File: src/rtl/afv_pkg.sv
// ----------------------------------------------------------------------------
// afv_pkg
// Shared types and constants for the box versus frustum visibility test.
// ----------------------------------------------------------------------------
`default_nettype none

package afv_pkg;

   localparam int NUM_PLANES = 6;
   localparam int WORD_BITS  = 32;

   localparam int DATA_W    = 32;
   localparam int COEF_NUM  = 4;
   localparam int PLANE_AW  = (NUM_PLANES > 1) ? $clog2(NUM_PLANES) : 1;
   localparam int PROD_W    = 2 * DATA_W;
   localparam int ACC_W     = PROD_W + 2;
   localparam int W_SHIFT   = 16;

   typedef enum logic {
      OP_LOAD = 1'b0,
      OP_TEST = 1'b1
   } op_type;

   typedef enum logic [1:0] {
      COEF_X = 2'd0,
      COEF_Y = 2'd1,
      COEF_Z = 2'd2,
      COEF_W = 2'd3
   } coef_sel_type;

   typedef enum logic [3:0] {
      ST_IDLE,
      ST_READ,
      ST_MUL_X,
      ST_MUL_Y,
      ST_MUL_Z,
      ST_MUL_W,
      ST_SUM,
      ST_CHECK,
      ST_DONE
   } state_type;

   typedef struct packed {
      logic         store_wr;
      logic         box_load;
      logic         plane_clr;
      logic         plane_inc;
      logic         rd_en;
      logic         prod_en;
      coef_sel_type sel;
      logic         acc_clr;
      logic         acc_add;
      logic         vis_init;
      logic         vis_check;
      logic         rsp_load;
   } dp_cmd_type;

   typedef struct packed {
      logic last_plane;
   } dp_status_type;

   // Low WORD_BITS bits read as two's complement, extended to the full word.
   function automatic logic signed [DATA_W-1:0] sext_word(input logic [DATA_W-1:0] v);
      return DATA_W'($signed(v[WORD_BITS-1:0]));
   endfunction

endpackage

`default_nettype wire

File: src/rtl/afv_ram.sv
// ----------------------------------------------------------------------------
// afv_ram
// Generic single-port-write, single-port-read RAM with registered read data.
// ----------------------------------------------------------------------------
`default_nettype none

module afv_ram #(
   parameter int WIDTH = 32,
   parameter int DEPTH = 8
) (
   input  wire logic                                     clock,
   input  wire logic                                     wr_en,
   input  wire logic [((DEPTH > 1) ? $clog2(DEPTH) : 1)-1:0] wr_addr,
   input  wire logic [WIDTH-1:0]                         wr_data,
   input  wire logic                                     rd_en,
   input  wire logic [((DEPTH > 1) ? $clog2(DEPTH) : 1)-1:0] rd_addr,
   output logic      [WIDTH-1:0]                         rd_data
);

   logic [WIDTH-1:0] mem_ff [DEPTH];
   logic [WIDTH-1:0] rd_data_ff;

   always_ff @(posedge clock) begin
      if (wr_en) begin
         mem_ff[wr_addr] <= wr_data;
      end
      if (rd_en) begin
         rd_data_ff <= mem_ff[rd_addr];
      end
   end

   assign rd_data = rd_data_ff;

endmodule

`default_nettype wire

File: src/rtl/afv_dp.sv
// ----------------------------------------------------------------------------
// afv_dp
// Datapath: plane coefficient store, box registers, shared multiplier,
// exact accumulator and visibility flag.
// ----------------------------------------------------------------------------
`default_nettype none

module afv_dp
   import afv_pkg::*;
(
   input  wire logic                 clock,
   input  wire logic                 reset,
   input  wire dp_cmd_type           cmd,
   output dp_status_type             status,
   input  wire logic [2:0]           req_plane_index,
   input  wire logic [1:0]           req_coeff_index,
   input  wire logic signed [31:0]   req_coeff_value,
   input  wire logic signed [31:0]   req_box_min_x,
   input  wire logic signed [31:0]   req_box_min_y,
   input  wire logic signed [31:0]   req_box_min_z,
   input  wire logic signed [31:0]   req_box_max_x,
   input  wire logic signed [31:0]   req_box_max_y,
   input  wire logic signed [31:0]   req_box_max_z,
   output logic                      rsp_visible
);

   localparam logic [3:0] PLANE_LIMIT = 4'(NUM_PLANES);

   logic [PLANE_AW-1:0]      plane_ff, plane_in;
   logic [DATA_W-1:0]        coef_rd [COEF_NUM];
   logic                     wr_ok;
   logic [PLANE_AW-1:0]      wr_addr;

   logic signed [DATA_W-1:0] min_x_ff, min_y_ff, min_z_ff;
   logic signed [DATA_W-1:0] max_x_ff, max_y_ff, max_z_ff;

   logic signed [DATA_W-1:0] n_sel;
   logic signed [DATA_W-1:0] corner_sel;
   logic                     n_pos;
   logic signed [PROD_W-1:0] mul_res;
   logic signed [PROD_W-1:0] prod_ff, prod_in;
   logic signed [ACC_W-1:0]  acc_ff, acc_in;
   logic                     vis_ff, vis_in;
   logic                     rsp_visible_ff;

   assign wr_ok   = cmd.store_wr && ({1'b0, req_plane_index} < PLANE_LIMIT);
   assign wr_addr = req_plane_index[PLANE_AW-1:0];

   for (genvar k = 0; k < COEF_NUM; k++) begin : g_coef
      afv_ram #(
         .WIDTH (DATA_W),
         .DEPTH (NUM_PLANES)
      ) u_ram (
         .clock   (clock),
         .wr_en   (wr_ok && (req_coeff_index == 2'(k))),
         .wr_addr (wr_addr),
         .wr_data (req_coeff_value),
         .rd_en   (cmd.rd_en),
         .rd_addr (plane_ff),
         .rd_data (coef_rd[k])
      );
   end

   always_comb begin
      plane_in = plane_ff;
      if (cmd.plane_clr) begin
         plane_in = '0;
      end else if (cmd.plane_inc) begin
         plane_in = plane_ff + PLANE_AW'(1);
      end
   end

   assign status.last_plane = (plane_ff == PLANE_AW'(NUM_PLANES - 1));

   // p-vertex: max coordinate on a positive normal component, min otherwise
   assign n_sel = sext_word(coef_rd[cmd.sel]);
   assign n_pos = !n_sel[DATA_W-1] && (|n_sel);

   always_comb begin
      unique case (cmd.sel)
         COEF_X:  corner_sel = n_pos ? max_x_ff : min_x_ff;
         COEF_Y:  corner_sel = n_pos ? max_y_ff : min_y_ff;
         COEF_Z:  corner_sel = n_pos ? max_z_ff : min_z_ff;
         default: corner_sel = '0;
      endcase
   end

   assign mul_res = n_sel * corner_sel;

   always_comb begin
      if (cmd.sel == COEF_W) begin
         prod_in = {{(PROD_W - DATA_W - W_SHIFT){n_sel[DATA_W-1]}}, n_sel, W_SHIFT'(0)};
      end else begin
         prod_in = mul_res;
      end
   end

   always_comb begin
      acc_in = acc_ff;
      if (cmd.acc_clr) begin
         acc_in = '0;
      end else if (cmd.acc_add) begin
         acc_in = acc_ff + {{(ACC_W - PROD_W){prod_ff[PROD_W-1]}}, prod_ff};
      end
   end

   always_comb begin
      vis_in = vis_ff;
      if (cmd.vis_init) begin
         vis_in = 1'b1;
      end else if (cmd.vis_check && acc_ff[ACC_W-1]) begin
         vis_in = 1'b0;
      end
   end

   always_ff @(posedge clock) begin
      if (reset) begin
         plane_ff <= '0;
      end else begin
         plane_ff <= plane_in;
      end
   end

   always_ff @(posedge clock) begin
      if (cmd.box_load) begin
         min_x_ff <= sext_word(req_box_min_x);
         min_y_ff <= sext_word(req_box_min_y);
         min_z_ff <= sext_word(req_box_min_z);
         max_x_ff <= sext_word(req_box_max_x);
         max_y_ff <= sext_word(req_box_max_y);
         max_z_ff <= sext_word(req_box_max_z);
      end
      if (cmd.prod_en) begin
         prod_ff <= prod_in;
      end
      if (cmd.rsp_load) begin
         rsp_visible_ff <= vis_ff;
      end
      acc_ff <= acc_in;
      vis_ff <= vis_in;
   end

   assign rsp_visible = rsp_visible_ff;

endmodule

`default_nettype wire

File: config.mk
export PLATFORM = sky130hd
export DESIGN_NAME = afv_dp
export DESIGN_NICKNAME = d
export VERILOG_FILES = /design/src/rtl/afv_pkg.sv /design/src/rtl/afv_ram.sv /design/src/rtl/afv_dp.sv
export SDC_FILE = /design/constraint.sdc
export NUM_CORES = 2
export LEC_CHECK = 0
export BUFFER_PORTS_ARGS = -buffer_cell sky130_fd_sc_hd__buf_4
export CORE_MARGIN = 2
export CORE_UTILIZATION = 45
export CTS_CLUSTER_DIAMETER = 50
export CTS_CLUSTER_SIZE = 16
export DETAILED_ROUTE_END_ITERATION = 8
export PLACE_DENSITY_LB_ADDON = 0.05
export SYNTH_ARGS = -nofsm -noshare
export SYNTH_HDL_FRONTEND = slang
export SYNTH_SLANG_ARGS = --single-unit
File: constraint.sdc
create_clock -name clock -period 30 [get_ports clock]
set_input_delay 4.5 -clock clock [delete_from_list [all_inputs] [get_ports clock]]
set_output_delay 4.5 -clock clock [all_outputs]
set_load 0.02 [all_outputs]
==> flow_summary.json <==
{
  "multi_input_area_sq_um": 44500,
  "cts_resized": 0,
  "dpl.hpwl_mm": 184,
  "core_area_sq_um": 188000,
  "synth.avg_cell_area_sq_um": 12.3,
  "n_fill_cell": 16722,
  "num_vias": 53256,
  "io_buffers": 245,
  "wl_met3_mm": 17.0,
  "synth_most_common_cell": "edfxtp_1",
  "numCtsBuffers": 121,
  "ff_latch_area_sq_um": 36000,
  "drt_first_pass_iters": 5,
  "start_util_pct": 45.3,
  "clkSinkCount": 1223,
  "initialDrtViolationCount": 4420,
  "rows": 159,
  "syn_area_sq_um": 85100,
  "setup_violations": 0,
  "dr_wl_met2_mm": 125,
  "seq_area_frac_synth_pct": 42.3,
  "cpPeakStageDelay_ps": 1030,
  "drive_gt1_share_pct": 12.2,
  "slew_headroom_pct": 13.3,
  "cts_tree": "built",
  "clkTransAtPathRegs_ps": 70,
  "grt_pass1_vias": 56120,
  "ys_warn_count": 0,
  "synth_seq_cells": 1223,
  "ios": 246,
  "critical_path_arrival_ps": 18430,
  "drv_cap": 0,
  "hold_viol_final": 0,
  "fin_crit_ps": 17880,
  "layout.nets": 8614,
  "die_x_um": 439,
  "slew_violations": 0,
  "hp-class": "flip-flop to flip-flop",
  "clk_latency_ps": 850,
  "crit_buf_inv": 8,
  "gr-total-overflow": 0,
  "synth_cell_types": 83,
  "fmax_ghz": 0.0559,
  "cts.hold.buffers_added": 0,
  "wl_met1_mm": 110,
  "cp.required_ps": 30550,
  "die_area_sq_um": 193000,
  "syn_nets": 8472,
  "critPathKind": "input pin to flip-flop",
  "rsz0062_at_grt": "no",
  "postCtsSetupBuffers": 0,
  "h-tree-depth": 3,
  "cp_max_fo": 45,
  "synth_top_area_share_pct": 40.7,
  "top_layer": "met5",
  "synth.largest_area_cell": "edfxtp_1",
  "routedWlPerCell_um": 26.9,
  "grt_pass1_wl_mm": 381,
  "grt_max_degree": 122,
  "fin_util_pct": 50.2,
  "cts_buffer_depth": 3,
  "ys_top_cells_by_count": "1,153 x edfxtp_1, 1,083 x fa_1, 953 x inv_1",
  "cts_root_buffer": "clkbuf_16",
  "antenna_found_initial": 15,
  "area_delta_synth_final_pct": 10.7,
  "status": "finished, final reports clean",
  "fin_worst_skew_ps": 117,
  "wirelength_mm": 259,
  "start_kind": "input pin",
  "postRouteAntennaNets": 0,
  "routabilityCongestion": 0.926,
  "worst_slew_pin_slew_ps": 1300,
  "drc": 0,
  "fin_crit_sh_pct": 59.6,
  "async_flop_share_pct": 0,
  "dpl-instance-area_sq_um": 90100,
  "crit_family": "adder cells",
  "synth_edf_count": 1153,
  "final_area_sq_um": 94200,
  "syn_inst": 6894,
  "ys.flop_type": "edfxtp_1",
  "grtUsageTotal_pct": 27.2,
  "synth_area_leaders": "edfxtp_1 41%, fa_1 25%, mux4_2 4.3%",
  "setup.worst_path.end_class": "flip-flop",
  "tns_ps": 0,
  "crit_slowest_cell": "o21a_1",
  "chipHeight_um": 439,
  "vias_per_cell": 5.53,
  "worst_path_most_repeated_cell": "fa_1"
}
==> per-layer routing <==
metal | global-route usage [%] | vias to the layer above
met5 | 0 | -
met4 | 7.09 | 12
met3 | 4.61 | 334
met2 | 44.8 | 1680
met1 | 37.6 | 28091
li1 | - | 23139
==> cells in the final DEF (no fill, tap or decap), types with 16 or more instances in the layout <==
cell and n:
edfxtp_1 1153, fa_1 1082, inv_1 953, nor2_1 784
nand2_1 595, buf_4 376, a21oi_1 307, ha_1 251
mux2i_1 232, mux4_2 161, clkbuf_16 121, a21o_1 108
o21ai_0 100, and2_1 77, xnor2_1 74, dfxtp_1 67
nand2b_1 56, xor2_1 54, o21a_1 31, nor2b_1 31
nor3_1 27, nand3_1 27, nand4_1 24, o21bai_1 24
nor2_4 24, a21oi_2 22, nor2_2 20, a211oi_1 18
clkinv_1 17, a31oi_1 16, and3_1 16
==> sequential cells by signal (all words and copies together), names as in the netlist <==
signal / cells
max_z_ff: 32
min_y_ff: 32
g_coef.u_ram.rd_data: 128
vis_ff: 1
plane_ff: 3
min_z_ff: 32
rsp_visible: 1
max_y_ff: 32
min_x_ff: 32
acc_ff: 66
g_coef.u_ram.mem_ff: 768
prod_ff: 64
max_x_ff: 32
==> worst register-to-register path, delay by kind of cell (launching register included) <==
family	cells	cell delay [ps]
AOI/OAI and AO/OA	9	3040
DFF	1	520
and+or+nand+nor	9	2070
muxes	2	790
adders and majority gates	9	4860
xor gates and xnor gates	1	150
buffers and inverters	6	1780
==> worst paths after layout <==
kind | to | from | slack (ps) | cells after the start
max reg2reg | prod_ff[58] | g_coef[3].u_ram.rd_data[14] | 16540 | 36
min | rsp_visible | vis_ff | 430 | 0
min reg2reg | rsp_visible | vis_ff | 430 | 0
max | prod_ff[58] | cmd[6] | 12120 | 38
==> layout make-up <==
cell class	instances	area share, %
flip-flops and latches	1223	38.2
well taps	2495	3.31
repair buffers	378	3.02
diodes	5	0.0133
inverters	955	3.80
clock buffers	126	3.23
multi-input cells	4357	47.2
clock inverters	93	1.19
==> cells by family after synthesis <==
kind of cell	Yosys count	share of synthesized area, %
AND/OR/NAND/NOR	1736	8.61
multiplexers	406	7.17
AO/OA/AOI/OAI	753	5.41
flip-flops	1223	42.3
XOR/XNOR	128	1.32
buffers and inverters	1314	6.02
adder cells (fa/ha/maj)	1334	29.2
==> per-stage QoR <==
step                      instances  worst slack (ps)  hold WS, ps
final                          9632             12120          431
after global routing           9627             11550          450
after CTS                      9627             12250          433
after detailed placement       9408             11350          424
after global placement         9408             11480          416
after floorplan                6894             15570          409
Power is not shown: default switching activity piles up to over one toggle a cycle in this logic, so the estimate is an artifact.
